File: src/ilmf_pkg.sv
// ----------------------------------------------------------------------------
// ilmf_pkg
// Shared types and constants for the IN-list membership filter.
// ----------------------------------------------------------------------------
`default_nettype none

package ilmf_pkg;

   localparam int SET_SIZE   = 16;
   localparam int MAX_ARGS   = 4;
   localparam int DATA_WIDTH = 64;

   // fixed item field widths
   localparam int FIELD_W    = 64;
   localparam int ARG_FIELDS = 4;
   localparam int OP_W       = 2;
   localparam int CSR_IDX_W  = 8;
   localparam int CSR_DATA_W = 8;
   localparam int ACT_W      = 3;

   localparam int CNT_W = $clog2(SET_SIZE + 1);
   localparam int IDX_W = (SET_SIZE > 1) ? $clog2(SET_SIZE) : 1;
   localparam int NARGS = (MAX_ARGS < ARG_FIELDS) ? MAX_ARGS : ARG_FIELDS;

   typedef enum logic [OP_W-1:0] {
      OP_CLEAR  = 2'd0,
      OP_INSERT = 2'd1,
      OP_EVAL   = 2'd2,
      OP_NONE   = 2'd3
   } op_type;

   typedef enum logic [CSR_IDX_W-1:0] {
      REG_SET_HAS_NULL = 8'd0,
      REG_ACTIVE_ARGS  = 8'd1
   } csr_reg_type;

   // per-item control carried next to the lane compare results
   typedef struct packed {
      logic is_eval;
      logic skip;
      logic err;
      logic cfg_null;
   } s1_ctl_type;

   typedef struct packed {
      logic hit;
      logic nul;
   } lane_out_type;

endpackage : ilmf_pkg

`default_nettype wire

File: src/ilmf_if.sv
// ----------------------------------------------------------------------------
// ilmf channel interfaces
// Valid/ready channels for request items, result items and register writes.
// ----------------------------------------------------------------------------
`default_nettype none

interface ilmf_req_if;
   import ilmf_pkg::*;
   logic                  valid;
   logic                  ready;
   logic [OP_W-1:0]       op;
   logic [FIELD_W-1:0]    value;
   logic                  row_skip;
   logic [FIELD_W-1:0]    arg_a;
   logic [FIELD_W-1:0]    arg_b;
   logic [FIELD_W-1:0]    arg_c;
   logic [FIELD_W-1:0]    arg_d;
   logic [ARG_FIELDS-1:0] arg_null_mask;

   modport source (output valid, op, value, row_skip, arg_a, arg_b, arg_c, arg_d,
                   arg_null_mask, input ready);
   modport sink   (input valid, op, value, row_skip, arg_a, arg_b, arg_c, arg_d,
                   arg_null_mask, output ready);
endinterface : ilmf_req_if

interface ilmf_rsp_if;
   logic valid;
   logic ready;
   logic in_set;
   logic result_null;
   logic set_full_error;

   modport source (output valid, in_set, result_null, set_full_error, input ready);
   modport sink   (input valid, in_set, result_null, set_full_error, output ready);
endinterface : ilmf_rsp_if

interface ilmf_csr_if;
   import ilmf_pkg::*;
   logic                  valid;
   logic                  ready;
   logic [CSR_IDX_W-1:0]  index;
   logic [CSR_DATA_W-1:0] data;

   modport source (output valid, index, data, input ready);
   modport sink   (input valid, index, data, output ready);
endinterface : ilmf_csr_if

`default_nettype wire

File: src/in_list_membership_filter.sv
// Pipeline: the lane compare registers load when a request is accepted, and the
//   merge/output register loads from them when the output can advance.
// Throughput: 1 item per cycle if the output is free; all 16 constants and 4 arguments
//   are compared in parallel lanes; a stalled output still has room for one more item.
// Reset: synchronous, active high; empties the constant set and clears both
//   registers; no clearing pass.
// ----------------------------------------------------------------------------
// in_list_membership_filter
// SQL IN-list predicate over a row stream with a small constant set.
// ----------------------------------------------------------------------------
`default_nettype none

module in_list_membership_filter
   import ilmf_pkg::*;
(
   input  wire logic  clock,
   input  wire logic  reset,
   ilmf_req_if.sink   req_ch,
   ilmf_rsp_if.source rsp_ch,
   ilmf_csr_if.sink   csr_ch
);

   logic                                set_has_null_ff;
   logic [ACT_W-1:0]                    active_args_ff;
   logic                                s1_v_ff, s1_v_in;
   s1_ctl_type                          s1_ctl_ff, s1_ctl_in;
   logic                                req_acc, s2_adv, s2_load;
   logic [SET_SIZE-1:0][DATA_WIDTH-1:0] entries;
   logic [SET_SIZE-1:0]                 entry_valid;
   logic                                set_full;
   logic [DATA_WIDTH-1:0]               needle;
   logic [ARG_FIELDS-1:0][FIELD_W-1:0]  args;
   logic [ARG_FIELDS-1:0]               arg_act;
   lane_out_type [SET_SIZE-1:0]         c_lane;
   lane_out_type [ARG_FIELDS-1:0]       a_lane;
   logic [SET_SIZE-1:0]                 const_hit;
   logic [ARG_FIELDS-1:0]               arg_hit, arg_nul;

   // register writes
   assign csr_ch.ready = 1'b1;

   always_ff @(posedge clock) begin
      if (reset) begin
         set_has_null_ff <= 1'b0;
         active_args_ff  <= '0;
      end else if (csr_ch.valid) begin
         unique case (csr_ch.index)
            REG_SET_HAS_NULL: set_has_null_ff <= csr_ch.data[0];
            REG_ACTIVE_ARGS:  active_args_ff  <= csr_ch.data[ACT_W-1:0];
            default: ;
         endcase
      end
   end

   // pipeline control
   assign s2_adv        = !rsp_ch.valid || rsp_ch.ready;
   assign s2_load       = s1_v_ff && s2_adv;
   assign req_ch.ready  = !s1_v_ff || s2_adv;
   assign req_acc       = req_ch.valid && req_ch.ready;

   always_comb begin
      s1_v_in = s1_v_ff;
      if (req_acc) begin
         s1_v_in = 1'b1;
      end else if (s2_adv) begin
         s1_v_in = 1'b0;
      end
   end

   always_comb begin
      s1_ctl_in.is_eval  = (req_ch.op == OP_EVAL);
      s1_ctl_in.skip     = req_ch.row_skip;
      s1_ctl_in.err      = (req_ch.op == OP_INSERT) && set_full;
      s1_ctl_in.cfg_null = set_has_null_ff;
   end

   always_ff @(posedge clock) begin
      if (reset) begin
         s1_v_ff <= 1'b0;
      end else begin
         s1_v_ff <= s1_v_in;
      end
   end

   always_ff @(posedge clock) begin
      if (req_acc) begin
         s1_ctl_ff <= s1_ctl_in;
      end
   end

   assign needle = req_ch.value[DATA_WIDTH-1:0];

   ilmf_const_set u_set (
      .clock       (clock),
      .reset       (reset),
      .item_acc    (req_acc),
      .op          (req_ch.op),
      .value       (needle),
      .entries     (entries),
      .entry_valid (entry_valid),
      .full        (set_full)
   );

   for (genvar k = 0; k < SET_SIZE; k++) begin : g_const_lane
      ilmf_lane u_lane (
         .clock   (clock),
         .load    (req_acc),
         .lane_en (entry_valid[k]),
         .is_null (1'b0),
         .needle  (needle),
         .cand    (entries[k]),
         .lane_ff (c_lane[k])
      );
      assign const_hit[k] = c_lane[k].hit;
   end

   assign args = {req_ch.arg_d, req_ch.arg_c, req_ch.arg_b, req_ch.arg_a};

   // argument count saturates at the number of argument lanes
   always_comb begin
      for (int i = 0; i < ARG_FIELDS; i++) begin
         arg_act[i] = (i < NARGS) && (ACT_W'(i) < active_args_ff);
      end
   end

   for (genvar i = 0; i < ARG_FIELDS; i++) begin : g_arg_lane
      ilmf_lane u_lane (
         .clock   (clock),
         .load    (req_acc),
         .lane_en (arg_act[i]),
         .is_null (req_ch.arg_null_mask[i]),
         .needle  (needle),
         .cand    (args[i][DATA_WIDTH-1:0]),
         .lane_ff (a_lane[i])
      );
      assign arg_hit[i] = a_lane[i].hit;
      assign arg_nul[i] = a_lane[i].nul;
   end

   ilmf_merge u_merge (
      .clock     (clock),
      .reset     (reset),
      .load      (s2_load),
      .ctl       (s1_ctl_ff),
      .const_hit (const_hit),
      .arg_hit   (arg_hit),
      .arg_nul   (arg_nul),
      .rsp       (rsp_ch)
   );

   a_stall_blocks: assert property (@(posedge clock) disable iff (reset)
      (s1_v_ff && !s2_adv) |-> !req_ch.ready)
      else $error("item taken while both stages are full");

   a_stage_moves: assert property (@(posedge clock) disable iff (reset)
      s2_load |=> rsp_ch.valid)
      else $error("stage one item lost on its way to the output");

   a_err_alone: assert property (@(posedge clock) disable iff (reset)
      (rsp_ch.valid && rsp_ch.set_full_error) |->
         (!rsp_ch.in_set && !rsp_ch.result_null))
      else $error("full-set error on an evaluated row");

endmodule : in_list_membership_filter

`default_nettype wire

File: src/ilmf_const_set.sv
// ----------------------------------------------------------------------------
// ilmf_const_set
// Constant store of the IN list: clear, append, full detection.
// ----------------------------------------------------------------------------
`default_nettype none

module ilmf_const_set
   import ilmf_pkg::*;
(
   input  wire logic                                clock,
   input  wire logic                                reset,
   input  wire logic                                item_acc,
   input  wire logic [OP_W-1:0]                     op,
   input  wire logic [DATA_WIDTH-1:0]               value,
   output      logic [SET_SIZE-1:0][DATA_WIDTH-1:0] entries,
   output      logic [SET_SIZE-1:0]                 entry_valid,
   output      logic                                full
);

   logic [SET_SIZE-1:0][DATA_WIDTH-1:0] entry_ff;
   logic [CNT_W-1:0]                    count_ff, count_in;
   logic                                do_clear, do_insert;

   assign full      = (count_ff == CNT_W'(SET_SIZE));
   assign do_clear  = item_acc && (op == OP_CLEAR);
   assign do_insert = item_acc && (op == OP_INSERT) && !full;
   assign entries   = entry_ff;

   always_comb begin
      for (int k = 0; k < SET_SIZE; k++) begin
         entry_valid[k] = (CNT_W'(k) < count_ff);
      end
   end

   always_comb begin
      count_in = count_ff;
      if (do_clear) begin
         count_in = '0;
      end else if (do_insert) begin
         count_in = count_ff + CNT_W'(1);
      end
   end

   always_ff @(posedge clock) begin
      if (reset) begin
         count_ff <= '0;
      end else begin
         count_ff <= count_in;
      end
   end

   // entries above the count are never looked at, so no reset here
   always_ff @(posedge clock) begin
      if (do_insert) begin
         entry_ff[count_ff[IDX_W-1:0]] <= value;
      end
   end

   a_count_bound: assert property (@(posedge clock) disable iff (reset)
      count_ff <= CNT_W'(SET_SIZE))
      else $error("constant count above set size");

   a_clear_empties: assert property (@(posedge clock) disable iff (reset)
      do_clear |=> (count_ff == '0))
      else $error("clear did not empty the set");

   a_full_holds: assert property (@(posedge clock) disable iff (reset)
      (item_acc && (op == OP_INSERT) && full) |=> $stable(count_ff))
      else $error("insert into full set changed the count");

endmodule : ilmf_const_set

`default_nettype wire

File: src/ilmf_lane.sv
// ----------------------------------------------------------------------------
// ilmf_lane
// One compare lane: needle against one list value, result registered.
// ----------------------------------------------------------------------------
`default_nettype none

module ilmf_lane
   import ilmf_pkg::*;
(
   input  wire logic                  clock,
   input  wire logic                  load,
   input  wire logic                  lane_en,
   input  wire logic                  is_null,
   input  wire logic [DATA_WIDTH-1:0] needle,
   input  wire logic [DATA_WIDTH-1:0] cand,
   output      lane_out_type          lane_ff
);

   lane_out_type lane_in;

   always_comb begin
      lane_in.hit = lane_en && !is_null && (needle == cand);
      lane_in.nul = lane_en && is_null;
   end

   always_ff @(posedge clock) begin
      if (load) begin
         lane_ff <= lane_in;
      end
   end

endmodule : ilmf_lane

`default_nettype wire

File: src/ilmf_merge.sv
// ----------------------------------------------------------------------------
// ilmf_merge
// Combines lane results into the three-valued predicate, output register.
// ----------------------------------------------------------------------------
`default_nettype none

module ilmf_merge
   import ilmf_pkg::*;
(
   input  wire logic                  clock,
   input  wire logic                  reset,
   input  wire logic                  load,
   input  wire s1_ctl_type            ctl,
   input  wire logic [SET_SIZE-1:0]   const_hit,
   input  wire logic [ARG_FIELDS-1:0] arg_hit,
   input  wire logic [ARG_FIELDS-1:0] arg_nul,
   ilmf_rsp_if.source                 rsp
);

   logic valid_ff, valid_in;
   logic in_set_ff, in_set_in;
   logic null_ff, null_in;
   logic err_ff;
   logic match;

   assign match     = ctl.skip || (|const_hit) || (|arg_hit);
   assign in_set_in = ctl.is_eval && match;
   assign null_in   = ctl.is_eval &&
                      (ctl.skip || (!match && (ctl.cfg_null || (|arg_nul))));

   always_comb begin
      valid_in = valid_ff;
      if (load) begin
         valid_in = 1'b1;
      end else if (rsp.ready) begin
         valid_in = 1'b0;
      end
   end

   always_ff @(posedge clock) begin
      if (reset) begin
         valid_ff <= 1'b0;
      end else begin
         valid_ff <= valid_in;
      end
   end

   always_ff @(posedge clock) begin
      if (load) begin
         in_set_ff <= in_set_in;
         null_ff   <= null_in;
         err_ff    <= ctl.err;
      end
   end

   assign rsp.valid          = valid_ff;
   assign rsp.in_set         = in_set_ff;
   assign rsp.result_null    = null_ff;
   assign rsp.set_full_error = err_ff;

endmodule : ilmf_merge

`default_nettype wire
File: src/flat_wrapper.sv
// flat-port wrapper written by rule: the top's interface ports become plain ports
module in_list_membership_filter_flat import ilmf_pkg::*;
  (clock, reset, req_ch_valid, req_ch_op, req_ch_value, req_ch_row_skip, req_ch_arg_a, req_ch_arg_b, req_ch_arg_c, req_ch_arg_d, req_ch_arg_null_mask, req_ch_ready, rsp_ch_valid, rsp_ch_in_set, rsp_ch_result_null, rsp_ch_set_full_error, rsp_ch_ready, csr_ch_valid, csr_ch_index, csr_ch_data, csr_ch_ready);
  ilmf_req_if req_ch_i ();
  ilmf_rsp_if rsp_ch_i ();
  ilmf_csr_if csr_ch_i ();
  input  wire logic clock;
  input  wire logic reset;
  input wire logic [$bits(req_ch_i.valid)-1:0] req_ch_valid;
  input wire logic [$bits(req_ch_i.op)-1:0] req_ch_op;
  input wire logic [$bits(req_ch_i.value)-1:0] req_ch_value;
  input wire logic [$bits(req_ch_i.row_skip)-1:0] req_ch_row_skip;
  input wire logic [$bits(req_ch_i.arg_a)-1:0] req_ch_arg_a;
  input wire logic [$bits(req_ch_i.arg_b)-1:0] req_ch_arg_b;
  input wire logic [$bits(req_ch_i.arg_c)-1:0] req_ch_arg_c;
  input wire logic [$bits(req_ch_i.arg_d)-1:0] req_ch_arg_d;
  input wire logic [$bits(req_ch_i.arg_null_mask)-1:0] req_ch_arg_null_mask;
  output wire logic [$bits(req_ch_i.ready)-1:0] req_ch_ready;
  output wire logic [$bits(rsp_ch_i.valid)-1:0] rsp_ch_valid;
  output wire logic [$bits(rsp_ch_i.in_set)-1:0] rsp_ch_in_set;
  output wire logic [$bits(rsp_ch_i.result_null)-1:0] rsp_ch_result_null;
  output wire logic [$bits(rsp_ch_i.set_full_error)-1:0] rsp_ch_set_full_error;
  input wire logic [$bits(rsp_ch_i.ready)-1:0] rsp_ch_ready;
  input wire logic [$bits(csr_ch_i.valid)-1:0] csr_ch_valid;
  input wire logic [$bits(csr_ch_i.index)-1:0] csr_ch_index;
  input wire logic [$bits(csr_ch_i.data)-1:0] csr_ch_data;
  output wire logic [$bits(csr_ch_i.ready)-1:0] csr_ch_ready;
  assign req_ch_i.valid = req_ch_valid;
  assign req_ch_i.op = req_ch_op;
  assign req_ch_i.value = req_ch_value;
  assign req_ch_i.row_skip = req_ch_row_skip;
  assign req_ch_i.arg_a = req_ch_arg_a;
  assign req_ch_i.arg_b = req_ch_arg_b;
  assign req_ch_i.arg_c = req_ch_arg_c;
  assign req_ch_i.arg_d = req_ch_arg_d;
  assign req_ch_i.arg_null_mask = req_ch_arg_null_mask;
  assign req_ch_ready = req_ch_i.ready;
  assign rsp_ch_valid = rsp_ch_i.valid;
  assign rsp_ch_in_set = rsp_ch_i.in_set;
  assign rsp_ch_result_null = rsp_ch_i.result_null;
  assign rsp_ch_set_full_error = rsp_ch_i.set_full_error;
  assign rsp_ch_i.ready = rsp_ch_ready;
  assign csr_ch_i.valid = csr_ch_valid;
  assign csr_ch_i.index = csr_ch_index;
  assign csr_ch_i.data = csr_ch_data;
  assign csr_ch_ready = csr_ch_i.ready;
  in_list_membership_filter u_core (.clock(clock), .reset(reset), .req_ch(req_ch_i), .rsp_ch(rsp_ch_i), .csr_ch(csr_ch_i));
endmodule
File: config.mk
export PLATFORM = sky130hd
export DESIGN_NAME = in_list_membership_filter_flat
export DESIGN_NICKNAME = d
export VERILOG_FILES = /design/src/ilmf_pkg.sv /design/src/ilmf_if.sv /design/src/in_list_membership_filter.sv /design/src/ilmf_const_set.sv /design/src/ilmf_lane.sv /design/src/ilmf_merge.sv /design/src/flat_wrapper.sv
export SDC_FILE = /design/constraint.sdc
export NUM_CORES = 2
export LEC_CHECK = 0
export ABC_AREA = 0
export BUFFER_PORTS_ARGS = -buffer_cell sky130_fd_sc_hd__clkbuf_2
export CORE_MARGIN = 2
export CORE_UTILIZATION = 55
export CTS_BUF_LIST = sky130_fd_sc_hd__clkbuf_8
export CTS_CLUSTER_DIAMETER = 50
export DETAILED_ROUTE_END_ITERATION = 7
export PLACE_DENSITY = 0.77
export SYNTH_ARGS = -nofsm -noshare
export SYNTH_HDL_FRONTEND = slang
export SYNTH_SLANG_ARGS = --single-unit
File: constraint.sdc
create_clock -name clock -period 4.6 [get_ports clock]
set_input_delay 0.23 -clock clock [delete_from_list [all_inputs] [get_ports clock]]
set_output_delay 0.23 -clock clock [all_outputs]
set_load 0.01 [all_outputs]
# Yosys cells after proc, flatten, opt, wreduce, memory -nomap -nowiden
# Index checks and enable logic that the tools add are counted.
[op_classes]
addsub = 1
multipliers = 0
n_div = 0
order_cmp = 22
eq_ne = 24
shifts = 0
muxes = 7
bitwise_logic = 0
reduce_logical = 62
[op_table]
columns = ["cell", "n"]
rows = [
  ["== test 64 bit", 20],
  ["bitwise mux 1024 bit", 1],
  ["demux 64 bit (select 4 bit)", 1],
  ["two-way mux 64 bit", 1],
  ["less-than comparator 4 x 5 -> 1 bit (first input constant)", 8],
  ["logical AND 1 bit", 38],
  ["less-than comparator 3 x 5 -> 1 bit (first input constant)", 4],
  ["OR reduction 16 bit", 1],
  ["less-than comparator 1 x 5 -> 1 bit (first input constant)", 2],
  ["less-than comparator 2 x 5 -> 1 bit (first input constant)", 2],
  ["== test 8 x 1 -> 1 bit (second input constant)", 1],
  ["zero test 1 bit", 8],
  ["zero test 8 bit", 1],
  ["OR reduction 4 bit", 2],
  ["logical OR 1 bit", 6],
  ["less-than comparator 1 x 3 -> 1 bit (first input constant)", 2],
  ["less-than comparator 2 x 3 -> 1 bit (first input constant)", 2],
  ["adder 5 x 1 -> 5 bit (second input constant)", 1],
  ["== test 5 bit (second input constant)", 1],
  ["less-than comparator 4 x 5 -> 1 bit (second input constant)", 1],
  [">= comparator 4 x 1 -> 1 bit (second input constant)", 1],
  ["two-way mux 1 bit", 4],
  ["AND reduction 2 bit", 2],
  ["nonzero test 2 bit", 2],
  ["other kinds (4)", 4],
]
[totals]
register_bits = 1066
latch_bits = 0
ramBits = 0
romBits = 0
in_bits = 348
mem_count = 0

# Longest topological paths before layout
[depth]
depth_word = 7
depth_mapped = 9
ltp_nobuf = 7

# Hierarchy
# Synthesis repeated with hierarchy kept, for this count alone.
[unflattened]
cells_unflattened = 3252
area_unflattened_um2 = 48559.1
[by_module_without_submodules]
columns = ["module", "n_inst", "cells_per_inst", "area_each_um2", "seq_area_each_um2"]
rows = [
  ["ilmf_const_set", 1, 1112, 31336.3, 30849.6],
  ["ilmf_lane", 20, 104, 829.5, 60.1],
  ["in_list_membership_filter", 1, 40, 432.9, 220.2],
  ["ilmf_merge", 1, 20, 198.9, 110.1],
]

# Worst setup path after synthesis
# Ideal clock, no wire load.
[synth_path]
path_kind = "register to register"
start = "register u_core.u_set.count_ff[1]"
end = "register u_core.u_set.entry_ff, in the netlist u_core.u_set.entries[256], enable pin"
setup_time_ns = 0.486
arrival_ns = 4.127
path_slack_ns = -0.013
stages_incl_launch_ff = 9
n_path_buf = 2
synth_period_minus_slack_ns = 4.613
cell_sequence = "dfxtp_1 clkbuf_1 inv_1 ha_1 nand2_1 o2111a_1 buf_2 nand2_1 nor2_1"
[synth_via]
elab_chain_len = 3
[synth_lines]
columns = ["element", "line_no", "source"]
rows = [
  ["start, declared", "ilmf_const_set.sv:21", "logic [CNT_W-1:0] count_ff, count_in;"],
  ["start signal, assigned", "ilmf_const_set.sv:48", "count_ff <= count_in;"],
  ["== test 5 bit", "ilmf_const_set.sv:24", "assign full = (count_ff == CNT_W'(SET_SIZE));"],
  ["zero test 1 bit", "ilmf_const_set.sv:26", "assign do_insert = item_acc && (op == OP_INSERT) && !full;"],
  ["logical AND 1 bit", "ilmf_const_set.sv:26", ""],
  ["end signal, assigned by index", "ilmf_const_set.sv:55", "entry_ff[count_ff[IDX_W-1:0]] <= value;"],
  ["end, declared", "ilmf_const_set.sv:20", "logic [SET_SIZE-1:0][DATA_WIDTH-1:0] entry_ff;"],
]
# No other way between the ends.
# A chain may end at the register's enable or synchronous reset.

==> flow_summary_export.csv <==
group,metric,value,unit
run_status,status,"complete, but fails checks",
run_status,violations,"DRC",
synthesis,ys_async_sr_fraction,0,%
timing,skew,0.0266,ns
synthesis,synth.most_common_cell,"edfxtp_1",
timing,worst-slew-pin-transition,1.05,ns
global_routing,grt_pass1_wl,212000,µm
timing,timing.final.crit_period,3.44,ns
clocking,clkTransAtPathRegs,0.06,ns
synthesis,synth_top_area_share,66.8,%
synthesis,synth-edff-count,1055,
global_routing,grt_antenna_before_repair,10,
critical_path,rrSetupSlack,1.36,ns
critical_path,critical_path.cell_chain,"dlygate4sd3_1, clkbuf_2, buf_4, inv_1, o2bb2ai_1, a2111oi_0, nand4_1, dlygate4sd3_1, nor4_2, dlygate4sd3_1",
drt,viasPerCell,6.15,
critical_path,cpLargestDelayFamily,"buffers and inverters",
min_path,hold_path_class,"in2reg",
synthesis,yosysUniqueCellTypes,53,
die,rows,107,
timing,rsz0062_at_grt,"no",
critical_path,arrival,4.12,ns
clocking,cts_buffers,165,
finish,drive_gt1_share,19.0,%
synthesis,synth_mux_area_share,0.0845,%
power,p_switching,0.00493,W
drt,wl,153000,µm
timing,fin_crit_sh,74.8,%
synthesis,yosys.area_share.simple,6.50,%
critical_path,crit_type,"in2reg",
synthesis,synth_nets,3468,
clocking,cts_tree,"done",
global_routing,grt_util_met2,51.7,%
timing,worst_slack,1.16,ns
clocking,clockBufferDepth,3,
critical_path,cp_slowest_cell,"dlygate4sd3_1",
drt,routedWlPerCell,30.7,µm
power,cellLeakagePower,18.2,nW
global_routing,grt-busiest-layer,"met2",
drt,drt_iter0_drc,4494,
critical_path,endpoint_kind,"register",
die,die_w,298,µm
power,p_int,0.0149,W
placed_design,io_buffers,347,
synthesis,synth_adder_area_share,0.106,%
critical_path,critPathMaxStageDelay,0.66,ns
synthesis,synth_area_leader_cell,"edfxtp_1",
synthesis,ys_seq_area_share,67.3,%
clocking,htreeDepth,4,
power,p_comb_share,9.2,%
die,fp.dieH,298,µm
critical_path,cp_data_required_time,5.28,ns
clocking,cts_setup_buffers,0,
clocking,postCtsHoldBufs,48,
finish,final_nets,4043,
power,p_per_area,362,nW/µm²
clocking,cts.sinks,1066,
timing,fmax,291,MHz
synthesis,synth-seq-cells,1066,
timing,fin_hold_ws,0.0479,ns
timing,setup_viol_count_final,0,
power,seq_power_share,54.1,%
finish,synthToLayoutAreaGrowth,15.6,%
global_routing,globalRouteOverflowTotal,0,
synthesis,synth_area,47400,µm²
global_routing,grtUsageTotal,34.1,%
power,ir_drop,0.280,mV
synthesis,netlist_top_cells_count,"edfxtp_1, xnor2_1, xor2_1",
synthesis,ys_warn_count,0,
finish,fill_cells,6063,
clocking,root_buffer,"clkbuf_8",
global_routing,met3_usage,7.81,%
critical_path,cp_max_fo,14,
placed_design,preCtsSetupSlack,1.41,ns
synthesis,synth_top_family_by_area,"XOR/XNOR gates",
die,core_area,85300,µm²
critical_path,cp_num_buf_inv,6,
synthesis,synth-compound-area-share,2.10,%
global_routing,grt_max_degree,65,
run,cap_violations,0,
placed_design,gp_congestion,0.986,
synthesis,synth_ff_type,"edfxtp_1",
synthesis,syn_avg_cell_area,15.2,µm²
die,fp.dieArea,88500,µm²
drt,num_vias,30578,
drt,antenna_left,0,
placed_design,detailed_place_hpwl,101000,µm
timing,drv_slew,0,
synthesis,synth.area.top_cells,"edfxtp_1, xnor2_1, xor2_1",
timing,hold_viol_final,0,
power,switching_share,24.9,%
timing,relSlewSlack,29.8,%
drt,drc,3,
synthesis,synth-xor-area-share,21.7,%
drt,drt_pass1_iterations,8,
synthesis,syn_inst,3116,
die,start_util,55.6,%
clocking,clk_latency,0.84,ns
power,clock_power_share,36.7,%
clocking,ctsResizeCount,0,
global_routing,grt_util_met1,47.5,%
critical_path,cp_common_cell,"dlygate4sd3_1",
global_routing,grt_pass1_vias,29217,
die,io_pins,354,
critical_path,crit_path_start_kind,"input port",
## cells in the final DEF (no fill, tap or decap), drive strengths merged, types with 38 or more instances in the layout
| cell type | synthesis | layout |
|---|---|---|
| nor4 | 161 | 161 |
| xnor2 | 755 | 755 |
| inv | 75 | 136 |
| dlygate4sd3 | 0 | 48 |
| clkinv | 0 | 56 |
| clkbuf | 19 | 516 |
| nand4 | 217 | 217 |
| buf | 123 | 156 |
| nor2 | 38 | 38 |
| edfxtp | 1055 | 1055 |
| xor2 | 419 | 419 |
## state kept, by name, indices dropped and copies added, names as in the netlist
name,flops
u_core.u_set.entries,1024
u_core.g_const_lane.u_lane.lane_ff,16
u_core.g_arg_lane.u_lane.lane_ff,8
u_core.u_set.count_ff,5
u_core.s1_ctl_ff,4
u_core.active_args_ff,3
u_core.s1_v_ff,1
u_core.set_has_null_ff,1
u_core.u_merge.rsp.in_set,1
u_core.u_merge.rsp.result_null,1
u_core.u_merge.rsp.set_full_error,1
u_core.u_merge.rsp.valid,1
## power by group through the flow
stage / Sequential [W] / Clock (W) / Combinational (W)
5_1_grt: 0.0107 / 0.00770 / 0.00188
3_5_place_dp: 0.0109 / 0 / 0.00175
2_1_floorplan: 0.0109 / 0 / 0.000843
3_3_place_gp: 0.0109 / 0 / 0.00173
4_1_cts: 0.0107 / 0.00730 / 0.00179
6_report: 0.0107 / 0.00728 / 0.00182
## metal layers
layer	share of wire (%)	vias to the layer above
li1	-	12637
met1	38	15189
met2	44	2383
met3	13	361
met4	4.7	8
met5	0.085	-
## final cells by class
cell class                      count  area [µm²]  share of cell area, %
Timing Repair Buffer              550        3580                   6.54
Sequential cell                  1066       31900                   58.2
Clock buffer                      170        2340                   4.27
Tap cell                         1144        1430                   2.61
Multi-Input combinational cell   1833       14600                   26.6
Inverter                           75         282                  0.514
Antenna cell                        6        15.0                 0.0274
Clock inverter                    125         631                   1.15
## cell families (layout without fill, tap and decap cells)
kind of cell / Yosys count / after routing
DFF: 1066 / 1066
muxes: 4 / 4
AOI/OAI and AO/OA: 129 / 129
and+or+nand+nor: 521 / 521
adders and majority gates: 4 / 4
xor gates and xnor gates: 1174 / 1174
other: 1 / 7
buffers and inverters: 217 / 920
## final timing paths
path | startpoint | endpoint | cells past startpoint
setup / recovery | req_ch_value[15] | u_core.g_arg_lane[2].u_lane.lane_ff[1] | 10
hold / removal | req_ch_value[49] | u_core.u_set.entries[945] | 1
setup reg to reg | u_core.u_set.count_ff[1] | u_core.u_set.entries[719] | 7
hold reg to reg | u_core.set_has_null_ff | u_core.s1_ctl_ff[0] | 0
## per-stage QoR
stage	utilization [%]	cell area [µm²]	power [W]	setup TNS [ns]	instances
2_1_floorplan	-	47400	0.0118	-4.65	3116
3_3_place_gp	60.2	51300	0.0127	0	4620
3_5_place_dp	60.2	51300	0.0127	0	4620
4_1_cts	64.2	54800	0.0198	0	4963
5_1_grt	64.2	54800	0.0203	0	4964
6_report	64.2	54800	0.0198	0	4969
No activity file was read; power rests on OpenSTA's default activity.
